### config.mk
export PLATFORM = sky130hd
export DESIGN_NAME = pixel_hue_colorize_flat
export DESIGN_NICKNAME = d
export VERILOG_FILES = /design/src/hdl/phc_pkg.sv /design/src/hdl/phc_in_if.sv /design/src/hdl/phc_out_if.sv /design/src/hdl/phc_front.sv /design/src/hdl/phc_div_stage.sv /design/src/hdl/phc_rebuild.sv /design/src/hdl/pixel_hue_colorize.sv /design/src/flat_wrapper.sv
export SDC_FILE = /design/constraint.sdc
export NUM_CORES = 2
export LEC_CHECK = 0
export BUFFER_PORTS_ARGS = -buffer_cell sky130_fd_sc_hd__clkbuf_2
export CAP_MARGIN = 5
export CORE_MARGIN = 2
export CORE_UTILIZATION = 35
export CTS_CLUSTER_SIZE = 10
export DETAILED_ROUTE_END_ITERATION = 8
export PLACE_DENSITY = 0.52
export SYNTH_ARGS = -nofsm -noshare
export SYNTH_HDL_FRONTEND = slang
export SYNTH_HIERARCHICAL = 1
export SYNTH_SLANG_ARGS = --single-unit
### constraint.sdc
create_clock -name clk -period 20.1 [get_ports clk]
set_input_delay 3.015 -clock clk [delete_from_list [all_inputs] [get_ports clk]]
set_output_delay 3.015 -clock clk [all_outputs]
set_load 0.01 [all_outputs]
### src/hdl/phc_pkg.sv
package phc_pkg;

  localparam int PIX_W    = 8;
  localparam int TGT_W    = 3 * PIX_W;
  localparam int FRAC_W   = 10;
  localparam int HUE_W    = FRAC_W + 3;
  localparam int SCL_W    = FRAC_W + 1;
  localparam int NUM_W    = 11;
  localparam int LO_W     = 3;
  localparam int SUM_W    = 18;
  localparam int RECIP_W  = 19;
  localparam int LPROD_W  = SUM_W + RECIP_W;
  localparam int FPROD_W  = 2 * SCL_W - 1;
  localparam int VPROD_W  = PIX_W + SCL_W;

  // Quotient bits per divider stage; the front end does one more.
  localparam int DIV_STEPS  = 3;
  localparam int DIV_STAGES = 4;

  localparam logic [SCL_W-1:0] HUE_ONE = 11'd1024;

  // Rec. 601 luma weights, scaled by 1000, with rounding offset.
  localparam logic [SUM_W-1:0] K_R      = 18'd299;
  localparam logic [SUM_W-1:0] K_G      = 18'd587;
  localparam logic [SUM_W-1:0] K_B      = 18'd114;
  localparam logic [SUM_W-1:0] LUMA_RND = 18'd500;

  // ceil(2^28 / 1000): exact floor(sum / 1000) for every sum below 2^18.
  localparam logic [RECIP_W-1:0] LUMA_RECIP = 19'd268436;
  localparam int                 LUMA_SHIFT = 28;

  localparam logic [PIX_W-1:0] PIX_MAX = 8'd255;

  // Hue sextants.
  localparam logic [2:0] SXT_RED_YEL = 3'd0;
  localparam logic [2:0] SXT_YEL_GRN = 3'd1;
  localparam logic [2:0] SXT_GRN_CYN = 3'd2;
  localparam logic [2:0] SXT_CYN_BLU = 3'd3;
  localparam logic [2:0] SXT_BLU_MAG = 3'd4;

  typedef struct packed {
    logic [PIX_W-1:0] red;
    logic [PIX_W-1:0] green;
    logic [PIX_W-1:0] blue;
    logic [PIX_W-1:0] mx;
    logic [PIX_W-1:0] mn;
    logic [PIX_W-1:0] tdl;
    logic [NUM_W-1:0] tnum;
    logic             grey;
  } front_t;

  typedef struct packed {
    logic [PIX_W-1:0] mx;
    logic [PIX_W-1:0] mn;
    logic             grey;
    logic [SUM_W-1:0] luma_sum;
    logic [PIX_W-1:0] tdl;
    logic [PIX_W-1:0] hrem;
    logic [LO_W-1:0]  hlo;
    logic [HUE_W-1:0] hq;
    logic [PIX_W-1:0] srem;
    logic [LO_W-1:0]  slo;
    logic [HUE_W-1:0] sq;
  } div_t;

  typedef struct packed {
    logic [PIX_W-1:0] mx;
    logic [PIX_W-1:0] mn;
    logic             grey;
    logic [PIX_W-1:0] luma;
    logic [2:0]       sext;
    logic [SCL_W-1:0] ap;
    logic [SCL_W-1:0] aq;
    logic [SCL_W-1:0] at;
  } rebuild_t;

  // One restoring step for both the hue and the saturation quotient.
  function automatic div_t div_advance(div_t x);
    div_t             y;
    logic [PIX_W:0]   hs;
    logic [PIX_W:0]   ss;
    y  = x;
    hs = {x.hrem, x.hlo[LO_W-1]};
    ss = {x.srem, x.slo[LO_W-1]};
    if (hs >= {1'b0, x.tdl}) begin
      y.hrem = PIX_W'(hs - {1'b0, x.tdl});
      y.hq   = {x.hq[HUE_W-2:0], 1'b1};
    end else begin
      y.hrem = hs[PIX_W-1:0];
      y.hq   = {x.hq[HUE_W-2:0], 1'b0};
    end
    if (ss >= {1'b0, x.mx}) begin
      y.srem = PIX_W'(ss - {1'b0, x.mx});
      y.sq   = {x.sq[HUE_W-2:0], 1'b1};
    end else begin
      y.srem = ss[PIX_W-1:0];
      y.sq   = {x.sq[HUE_W-2:0], 1'b0};
    end
    y.hlo = {x.hlo[LO_W-2:0], 1'b0};
    y.slo = {x.slo[LO_W-2:0], 1'b0};
    return y;
  endfunction

endpackage

### src/hdl/phc_in_if.sv
interface phc_in_if;
  import phc_pkg::*;

  logic             valid;
  logic             ready;
  logic [PIX_W-1:0] in_red;
  logic [PIX_W-1:0] in_green;
  logic [PIX_W-1:0] in_blue;

  modport source (output valid, output in_red, output in_green, output in_blue,
                  input ready);
  modport sink   (input valid, input in_red, input in_green, input in_blue,
                  output ready);
endinterface

### src/hdl/phc_out_if.sv
interface phc_out_if;
  import phc_pkg::*;

  logic             valid;
  logic             ready;
  logic [PIX_W-1:0] out_red;
  logic [PIX_W-1:0] out_green;
  logic [PIX_W-1:0] out_blue;

  modport source (output valid, output out_red, output out_green, output out_blue,
                  input ready);
  modport sink   (input valid, input out_red, input out_green, input out_blue,
                  output ready);
endinterface

### src/hdl/phc_front.sv
module phc_front (
  input  logic                      clk,
  input  logic                      rst_n,
  input  logic [phc_pkg::TGT_W-1:0] target,
  phc_in_if.sink                    in_ch,
  output logic                      dn_valid,
  output phc_pkg::div_t             dn_data,
  input  logic                      dn_ready
);
  import phc_pkg::*;

  logic             v1_r, v2_r;
  logic             rdy1, rdy2;
  front_t           s1_nxt, s1_r;
  div_t             s2_nxt, s2_r;
  logic [PIX_W-1:0] r, g, b, tr, tg, tb;
  logic [PIX_W-1:0] rg_mx, rg_mn, tmx, tmn, tdl, dl;
  logic [NUM_W-1:0] tdl6;

  assign rdy2        = !v2_r || dn_ready;
  assign rdy1        = !v1_r || rdy2;
  assign in_ch.ready = rdy1;

  assign r  = in_ch.in_red;
  assign g  = in_ch.in_green;
  assign b  = in_ch.in_blue;
  assign tr = target[3*PIX_W-1:2*PIX_W];
  assign tg = target[2*PIX_W-1:PIX_W];
  assign tb = target[PIX_W-1:0];

  // Stage 1: extremes of the pixel, hue numerator of the target.
  always_comb begin
    rg_mx        = (r > g) ? r : g;
    rg_mn        = (r < g) ? r : g;
    s1_nxt.red   = r;
    s1_nxt.green = g;
    s1_nxt.blue  = b;
    s1_nxt.mx    = (rg_mx > b) ? rg_mx : b;
    s1_nxt.mn    = (rg_mn < b) ? rg_mn : b;
    tmx          = (tr > tg) ? tr : tg;
    tmx          = (tmx > tb) ? tmx : tb;
    tmn          = (tr < tg) ? tr : tg;
    tmn          = (tmn < tb) ? tmn : tb;
    tdl          = tmx - tmn;
    tdl6         = {1'b0, tdl, 2'b00} + {2'b00, tdl, 1'b0};
    s1_nxt.tdl   = tdl;
    s1_nxt.grey  = (tr == tg) && (tg == tb);
    if (tmx == tr) begin
      if (tg >= tb) begin
        s1_nxt.tnum = {3'b000, tg} - {3'b000, tb};
      end else begin
        // wrap a negative red-sextant numerator by six sextants
        s1_nxt.tnum = tdl6 + {3'b000, tg} - {3'b000, tb};
      end
    end else if (tmx == tg) begin
      s1_nxt.tnum = {2'b00, tdl, 1'b0} + {3'b000, tb} - {3'b000, tr};
    end else begin
      s1_nxt.tnum = {1'b0, tdl, 2'b00} + {3'b000, tr} - {3'b000, tg};
    end
  end

  // Stage 2: luma sum, divider setup and the first quotient bit.
  always_comb begin
    div_t x;
    dl         = s1_r.mx - s1_r.mn;
    x.mx       = s1_r.mx;
    x.mn       = s1_r.mn;
    x.grey     = s1_r.grey;
    x.luma_sum = K_R * {{(SUM_W-PIX_W){1'b0}}, s1_r.red}
               + K_G * {{(SUM_W-PIX_W){1'b0}}, s1_r.green}
               + K_B * {{(SUM_W-PIX_W){1'b0}}, s1_r.blue}
               + LUMA_RND;
    x.tdl      = s1_r.tdl;
    x.hrem     = s1_r.tnum[NUM_W-1:LO_W];
    x.hlo      = s1_r.tnum[LO_W-1:0];
    x.hq       = '0;
    x.srem     = {{LO_W{1'b0}}, dl[PIX_W-1:LO_W]};
    x.slo      = dl[LO_W-1:0];
    x.sq       = '0;
    s2_nxt     = div_advance(x);
  end

  always_ff @(posedge clk) begin
    if (!rst_n) begin
      v1_r <= 1'b0;
      v2_r <= 1'b0;
    end else begin
      if (rdy1) v1_r <= in_ch.valid;
      if (rdy2) v2_r <= v1_r;
    end
  end

  always_ff @(posedge clk) begin
    if (rdy1 && in_ch.valid) s1_r <= s1_nxt;
    if (rdy2 && v1_r)        s2_r <= s2_nxt;
  end

  assign dn_valid = v2_r;
  assign dn_data  = s2_r;

endmodule

### src/hdl/phc_div_stage.sv
module phc_div_stage (
  input  logic          clk,
  input  logic          rst_n,
  input  logic          up_valid,
  input  phc_pkg::div_t up_data,
  output logic          up_ready,
  output logic          dn_valid,
  output phc_pkg::div_t dn_data,
  input  logic          dn_ready
);
  import phc_pkg::*;

  logic v_r;
  div_t d_nxt, d_r;

  assign up_ready = !v_r || dn_ready;

  always_comb begin
    d_nxt = up_data;
    for (int i = 0; i < DIV_STEPS; i++) begin
      d_nxt = div_advance(d_nxt);
    end
  end

  always_ff @(posedge clk) begin
    if (!rst_n) begin
      v_r <= 1'b0;
    end else if (up_ready) begin
      v_r <= up_valid;
    end
  end

  always_ff @(posedge clk) begin
    if (up_ready && up_valid) d_r <= d_nxt;
  end

  assign dn_valid = v_r;
  assign dn_data  = d_r;

endmodule

### src/hdl/phc_rebuild.sv
module phc_rebuild (
  input  logic          clk,
  input  logic          rst_n,
  input  logic          up_valid,
  input  phc_pkg::div_t up_data,
  output logic          up_ready,
  phc_out_if.source     out_ch
);
  import phc_pkg::*;

  logic               v7_r, v8_r;
  logic               rdy7, rdy8;
  rebuild_t           s7_nxt, s7_r;
  logic [SCL_W-1:0]   sat, fc;
  logic [FRAC_W-1:0]  f;
  logic [FPROD_W-1:0] sf, sfc;
  logic [LPROD_W-1:0] lprod;
  logic [VPROD_W-1:0] pp, qp, tp;
  logic [PIX_W-1:0]   p, q, t, v;
  logic [PIX_W-1:0]   red_nxt, green_nxt, blue_nxt;
  logic [PIX_W-1:0]   red_r, green_r, blue_r;

  assign rdy8     = !v8_r || out_ch.ready;
  assign rdy7     = !v7_r || rdy8;
  assign up_ready = rdy7;

  // Stage 7: hue fraction times saturation, luma by reciprocal.
  always_comb begin
    sat           = up_data.sq[SCL_W-1:0];
    f             = up_data.hq[FRAC_W-1:0];
    fc            = HUE_ONE - {1'b0, f};
    sf            = {{(FPROD_W-SCL_W){1'b0}}, sat} * {{(FPROD_W-FRAC_W){1'b0}}, f};
    sfc           = {{(FPROD_W-SCL_W){1'b0}}, sat} * {{(FPROD_W-SCL_W){1'b0}}, fc};
    lprod         = {{RECIP_W{1'b0}}, up_data.luma_sum}
                  * {{SUM_W{1'b0}}, LUMA_RECIP};
    s7_nxt.mx     = up_data.mx;
    s7_nxt.mn     = up_data.mn;
    s7_nxt.grey   = up_data.grey;
    s7_nxt.luma   = lprod[LUMA_SHIFT +: PIX_W];
    s7_nxt.sext   = up_data.hq[HUE_W-1:FRAC_W];
    s7_nxt.ap     = HUE_ONE - sat;
    s7_nxt.aq     = HUE_ONE - sf[FPROD_W-1:FRAC_W];
    s7_nxt.at     = HUE_ONE - sfc[FPROD_W-1:FRAC_W];
  end

  // Stage 8: scale by value, pick channels by sextant; a grey target gives the luma, a black or white pixel stays so.
  always_comb begin
    v  = s7_r.mx;
    pp = {{SCL_W{1'b0}}, v} * {{PIX_W{1'b0}}, s7_r.ap};
    qp = {{SCL_W{1'b0}}, v} * {{PIX_W{1'b0}}, s7_r.aq};
    tp = {{SCL_W{1'b0}}, v} * {{PIX_W{1'b0}}, s7_r.at};
    p  = pp[FRAC_W +: PIX_W];
    q  = qp[FRAC_W +: PIX_W];
    t  = tp[FRAC_W +: PIX_W];
    if (s7_r.grey) begin
      red_nxt   = s7_r.luma;
      green_nxt = s7_r.luma;
      blue_nxt  = s7_r.luma;
    end else if (v == '0) begin
      red_nxt   = '0;
      green_nxt = '0;
      blue_nxt  = '0;
    end else if (s7_r.mn == PIX_MAX) begin
      red_nxt   = PIX_MAX;
      green_nxt = PIX_MAX;
      blue_nxt  = PIX_MAX;
    end else begin
      case (s7_r.sext)
        SXT_RED_YEL: begin red_nxt = v; green_nxt = t; blue_nxt = p; end
        SXT_YEL_GRN: begin red_nxt = q; green_nxt = v; blue_nxt = p; end
        SXT_GRN_CYN: begin red_nxt = p; green_nxt = v; blue_nxt = t; end
        SXT_CYN_BLU: begin red_nxt = p; green_nxt = q; blue_nxt = v; end
        SXT_BLU_MAG: begin red_nxt = t; green_nxt = p; blue_nxt = v; end
        default:     begin red_nxt = v; green_nxt = p; blue_nxt = q; end
      endcase
    end
  end

  always_ff @(posedge clk) begin
    if (!rst_n) begin
      v7_r <= 1'b0;
      v8_r <= 1'b0;
    end else begin
      if (rdy7) v7_r <= up_valid;
      if (rdy8) v8_r <= v7_r;
    end
  end

  always_ff @(posedge clk) begin
    if (rdy7 && up_valid) s7_r <= s7_nxt;
    if (rdy8 && v7_r) begin
      red_r   <= red_nxt;
      green_r <= green_nxt;
      blue_r  <= blue_nxt;
    end
  end

  assign out_ch.valid     = v8_r;
  assign out_ch.out_red   = red_r;
  assign out_ch.out_green = green_r;
  assign out_ch.out_blue  = blue_r;

endmodule

### src/hdl/pixel_hue_colorize.sv
// Throughput: one item per cycle through eight register stages; each stage
// holds its item only while the stage after it is full and stalled.
// The hue and saturation quotients take 13 restoring steps spread over five stages.
// Reset (rst_n low, synchronous) empties every stage and clears target_r.
module pixel_hue_colorize (
  input  logic                      clk,
  input  logic                      rst_n,
  input  logic                      cfg_we,
  input  logic [phc_pkg::TGT_W-1:0] cfg_data,
  phc_in_if.sink                    in_ch,
  phc_out_if.source                 out_ch
);
  import phc_pkg::*;

  logic [TGT_W-1:0] target_r;
  logic             st_valid [DIV_STAGES+1];
  logic             st_ready [DIV_STAGES+1];
  div_t             st_data  [DIV_STAGES+1];

  always_ff @(posedge clk) begin
    if (!rst_n) begin
      target_r <= '0;
    end else if (cfg_we) begin
      target_r <= cfg_data;
    end
  end

  phc_front u_front (
    .clk      (clk),
    .rst_n    (rst_n),
    .target   (target_r),
    .in_ch    (in_ch),
    .dn_valid (st_valid[0]),
    .dn_data  (st_data[0]),
    .dn_ready (st_ready[0])
  );

  for (genvar i = 0; i < DIV_STAGES; i++) begin : g_div
    phc_div_stage u_div (
      .clk      (clk),
      .rst_n    (rst_n),
      .up_valid (st_valid[i]),
      .up_data  (st_data[i]),
      .up_ready (st_ready[i]),
      .dn_valid (st_valid[i+1]),
      .dn_data  (st_data[i+1]),
      .dn_ready (st_ready[i+1])
    );
  end

  phc_rebuild u_rebuild (
    .clk      (clk),
    .rst_n    (rst_n),
    .up_valid (st_valid[DIV_STAGES]),
    .up_data  (st_data[DIV_STAGES]),
    .up_ready (st_ready[DIV_STAGES]),
    .out_ch   (out_ch)
  );

endmodule
### src/flat_wrapper.sv
// flat-port wrapper written by rule: the top's interface ports become plain ports
module pixel_hue_colorize_flat import phc_pkg::*;
  (clk, rst_n, cfg_we, cfg_data, in_ch_valid, in_ch_in_red, in_ch_in_green, in_ch_in_blue, in_ch_ready, out_ch_valid, out_ch_out_red, out_ch_out_green, out_ch_out_blue, out_ch_ready);
  phc_in_if in_ch_i ();
  phc_out_if out_ch_i ();
  input  logic clk;
  input  logic rst_n;
  input  logic cfg_we;
  input  logic [phc_pkg::TGT_W-1:0] cfg_data;
  input wire logic [$bits(in_ch_i.valid)-1:0] in_ch_valid;
  input wire logic [$bits(in_ch_i.in_red)-1:0] in_ch_in_red;
  input wire logic [$bits(in_ch_i.in_green)-1:0] in_ch_in_green;
  input wire logic [$bits(in_ch_i.in_blue)-1:0] in_ch_in_blue;
  output wire logic [$bits(in_ch_i.ready)-1:0] in_ch_ready;
  output wire logic [$bits(out_ch_i.valid)-1:0] out_ch_valid;
  output wire logic [$bits(out_ch_i.out_red)-1:0] out_ch_out_red;
  output wire logic [$bits(out_ch_i.out_green)-1:0] out_ch_out_green;
  output wire logic [$bits(out_ch_i.out_blue)-1:0] out_ch_out_blue;
  input wire logic [$bits(out_ch_i.ready)-1:0] out_ch_ready;
  assign in_ch_i.valid = in_ch_valid;
  assign in_ch_i.in_red = in_ch_in_red;
  assign in_ch_i.in_green = in_ch_in_green;
  assign in_ch_i.in_blue = in_ch_in_blue;
  assign in_ch_ready = in_ch_i.ready;
  assign out_ch_valid = out_ch_i.valid;
  assign out_ch_out_red = out_ch_i.out_red;
  assign out_ch_out_green = out_ch_i.out_green;
  assign out_ch_out_blue = out_ch_i.out_blue;
  assign out_ch_i.ready = out_ch_ready;
  pixel_hue_colorize u_core (.clk(clk), .rst_n(rst_n), .cfg_we(cfg_we), .cfg_data(cfg_data), .in_ch(in_ch_i), .out_ch(out_ch_i));
endmodule
==> results.sh <==
export IMPL_min_period_over_period=0.4164
export IMPL_cts_tree="built"
export IMPL_cts_sinks=513
export IMPL_first_pass_iters=5
export IMPL_crit_path_end_kind="flip-flop"
export IMPL_clk_latency_ns=0.67
export IMPL_coreArea_sq_um=158400
export IMPL_place_congestion=0.8419
export IMPL_layout_area_overhead_vs_synth_pct=8.536
export IMPL_tightest_slew_ns=1.159
export IMPL_holdBufCountCts=0
export IMPL_fin_util=0.3828
export IMPL_layout_min_cycle_time_ns=8.369
export IMPL_setup_viol=0
export IMPL_leakage_nw=27.39
export IMPL_syn_area_per_cell_sq_um=10.07
export IMPL_fin_nets=6891
export IMPL_max_cap_violations=0
export IMPL_cp_slowest_cell="o31a_1"
export IMPL_root_buffer="clkbuf_16"
export IMPL_reg2reg_setup_slack_ns=11.73
export IMPL_slowest_delay_ns=0.69
export IMPL_ir_worst_vdd_mv=0.1898
export IMPL_ctsResizeCount=0
export IMPL_die_area_sq_um=162800
export IMPL_drive_above_1_share=0.07036
export IMPL_reg2reg_to="u_core/u_front/s1_r[11]$_DFFE_PP_"
export IMPL_drt_iter0_markers=1748
export IMPL_wl_per_cell_um=16.45
export IMPL_grt_setup_unrepaired="no"
export IMPL_grt_pass1_wl_um=207000
export IMPL_maxSlewViolCount=0
export IMPL_relSlewSlack=0.2216
export IMPL_start_util=0.3527
export IMPL_outcome="finished clean"
export IMPL_hpwl_um=100900
export IMPL_pin_count=79
export IMPL_cts_setup_buffers=0
export IMPL_routed_via_density=4.905
export IMPL_ys_warnings_count=6
export IMPL_clk_pin_slew_worst_paths_ns=0.07
export IMPL_synth_cells=5546
export IMPL_clk_path_buf_depth=3
export IMPL_overflow=0
export IMPL_route_vias_total=37773
export IMPL_row_count=146
export IMPL_finClkSkew_ns=0.04424
export IMPL_fin_tns_setup_ns=0
export IMPL_cp_required_ns=20.52
export IMPL_worstRegToRegCells=32
export IMPL_critPathMaxFanout=18
export IMPL_routed_wl_um=126700
export IMPL_fmax_mhz=119.5
export IMPL_holdWs_ns=0.4072
export IMPL_grt_max_degree=66
export IMPL_cts_buffers_inserted=71
export IMPL_power_density_nw_per_um2=133.0
export IMPL_finalHoldViolCount=0
export IMPL_dieHeight_um=403.5
export IMPL_critPathKind="flip-flop to flip-flop"
export IMPL_first_global_vias=38807
export IMPL_critical_path_startpoint_type="flip-flop"
export IMPL_hold_end="u_core/g_div[3].u_div/dn_data[60]$_DFFE_PP_"
export IMPL_arrival_ns=8.79
export IMPL_grt_usage=0.1584
export IMPL_hold_depth=0
export IMPL_antenna_found_initial=2
export IMPL_htree_levels=3
export IMPL_worstHoldStart="u_core/g_div[2].u_div/dn_data[60]$_DFFE_PP_"
export IMPL_ant_nets=0
export IMPL_rr_startpoint="u_core/target_r[12]$_SDFFE_PN0P_"
export IMPL_min_path_type="flip-flop to flip-flop"
export IMPL_drcViolationCount=0
export IMPL_die_w_um=403.5
export IMPL_port_buffer_count=78
export IMPL_syn_area_sq_um=55860
==> cell usage in the layout (no fill, tap or decap), types with 18 or more instances in the layout <==
cell,count
conb_1,20
or3_1,22
mux2_2,70
buf_4,33
xnor2_1,189
nand2_1,481
and3_1,32
o21bai_1,53
nor2b_1,93
mux2_1,23
fa_1,478
edfxtp_1,481
mux2_4,23
inv_1,936
a31oi_1,26
mux2i_1,83
o21a_1,39
xor2_1,70
o31ai_1,21
a211oi_1,32
dfxtp_1,32
a21boi_0,22
o211ai_1,18
nor2_1,176
nand2b_1,58
nand4_1,57
o21ai_0,209
clkbuf_16,72
nor3_1,48
nand3_1,39
clkbuf_2,78
ha_1,776
and2_1,234
a21oi_1,225
a21o_1,72
==> per-layer routing <==
metal  track usage  routed length, um
met5             0                  0
met4       0.03982               2908
met3       0.02184               4323
met2        0.2729              60840
met1        0.2086              58600
==> registers in the layout (all words and copies together), names as in the netlist <==
| name | count |
|---|---|
| u_core/u_rebuild/v | 8 |
| u_core/u_rebuild/s7_r | 53 |
| u_core/u_front/s1_r | 60 |
| u_core/u_rebuild/v7_r | 1 |
| u_core/u_rebuild/out_ch.out_blue | 8 |
| u_core/u_front/dn_data | 64 |
| u_core/u_rebuild/out_ch.out_red | 8 |
| u_core/g_div.u_div/dn_valid | 4 |
| u_core/g_div.u_div/dn_data | 272 |
| u_core/u_front/v1_r | 1 |
| u_core/u_front/dn_valid | 1 |
| u_core/u_rebuild/out_ch.valid | 1 |
| u_core/u_rebuild/out_ch.out_green | 8 |
| u_core/target_r | 24 |
==> area by class of cell <==
class                      count  area (sq um)
clock inverter                30         362.8
tap                         2072          2592
multi-input combinational   3940         36530
clock buffer                  87          1858
sequential                   513         15080
fill                       15664         97750
antenna                        1         2.502
timing repair buffer         111         638.1
inverter                     947          3565
==> where the power goes <==
| group | internal (mW) | leakage (nW) | total (mW) | switching, mW |
|---|---|---|---|---|
| combinational | 2.48 | 21.7 | 5.24 | 2.76 |
| clock | 0.723 | 1.05 | 1.22 | 0.496 |
| sequential | 1.53 | 4.68 | 1.60 | 0.0787 |
| total | 4.73 | 27.4 | 8.06 | 3.34 |
==> worst max-delay path: cells and delay by family, from the launching register on <==
kind / cells / cell delay (ns)
AO/OA/AOI/OAI: 14 / 2.81
XOR/XNOR: 2 / 0.52
adder cells (fa/ha/maj): 7 / 2.63
buffers and inverters: 5 / 0.51
flip-flops: 1 / 0.57
multiplexers: 1 / 0.37
AND/OR/NAND/NOR: 3 / 0.68
==> stage by stage <==
stage / area [sq um] / std cells / setup slack, ns / power (mW)
2_1_floorplan: 55920 / 5562 / 12.84 / 5.923
3_3_place_gp: 58410 / 7583 / 11.82 / 6.853
3_5_place_dp: 58410 / 7583 / 11.75 / 6.889
4_1_cts: 60630 / 7700 / 11.75 / 8.173
5_1_grt: 60630 / 7701 / 11.13 / 8.922
6_report: 60630 / 7701 / 11.73 / 8.064
==> how the worst max path moves through the flow <==
stage | startpoint | to | depth (start not counted)
finish | u_core/target_r[12]$_SDFFE_PN0P_ | u_core/u_front/s1_r[11]$_DFFE_PP_ | 32
global route | u_core/target_r[9]$_SDFFE_PN0P_ | u_core/u_front/s1_r[11]$_DFFE_PP_ | 32
CTS | u_core/target_r[9]$_SDFFE_PN0P_ | u_core/u_front/s1_r[11]$_DFFE_PP_ | 32
detailed placement | u_core/target_r[13]$_SDFFE_PN0P_ | u_core/u_front/s1_r[11]$_DFFE_PP_ | 32
global placement | u_core/target_r[12]$_SDFFE_PN0P_ | u_core/u_front/s1_r[11]$_DFFE_PP_ | 32
floorplan | u_core/target_r[13]$_SDFFE_PN0P_ | u_core/u_front/s1_r[11]$_DFFE_PP_ | 35
Power figures use the tool's default switching activity.
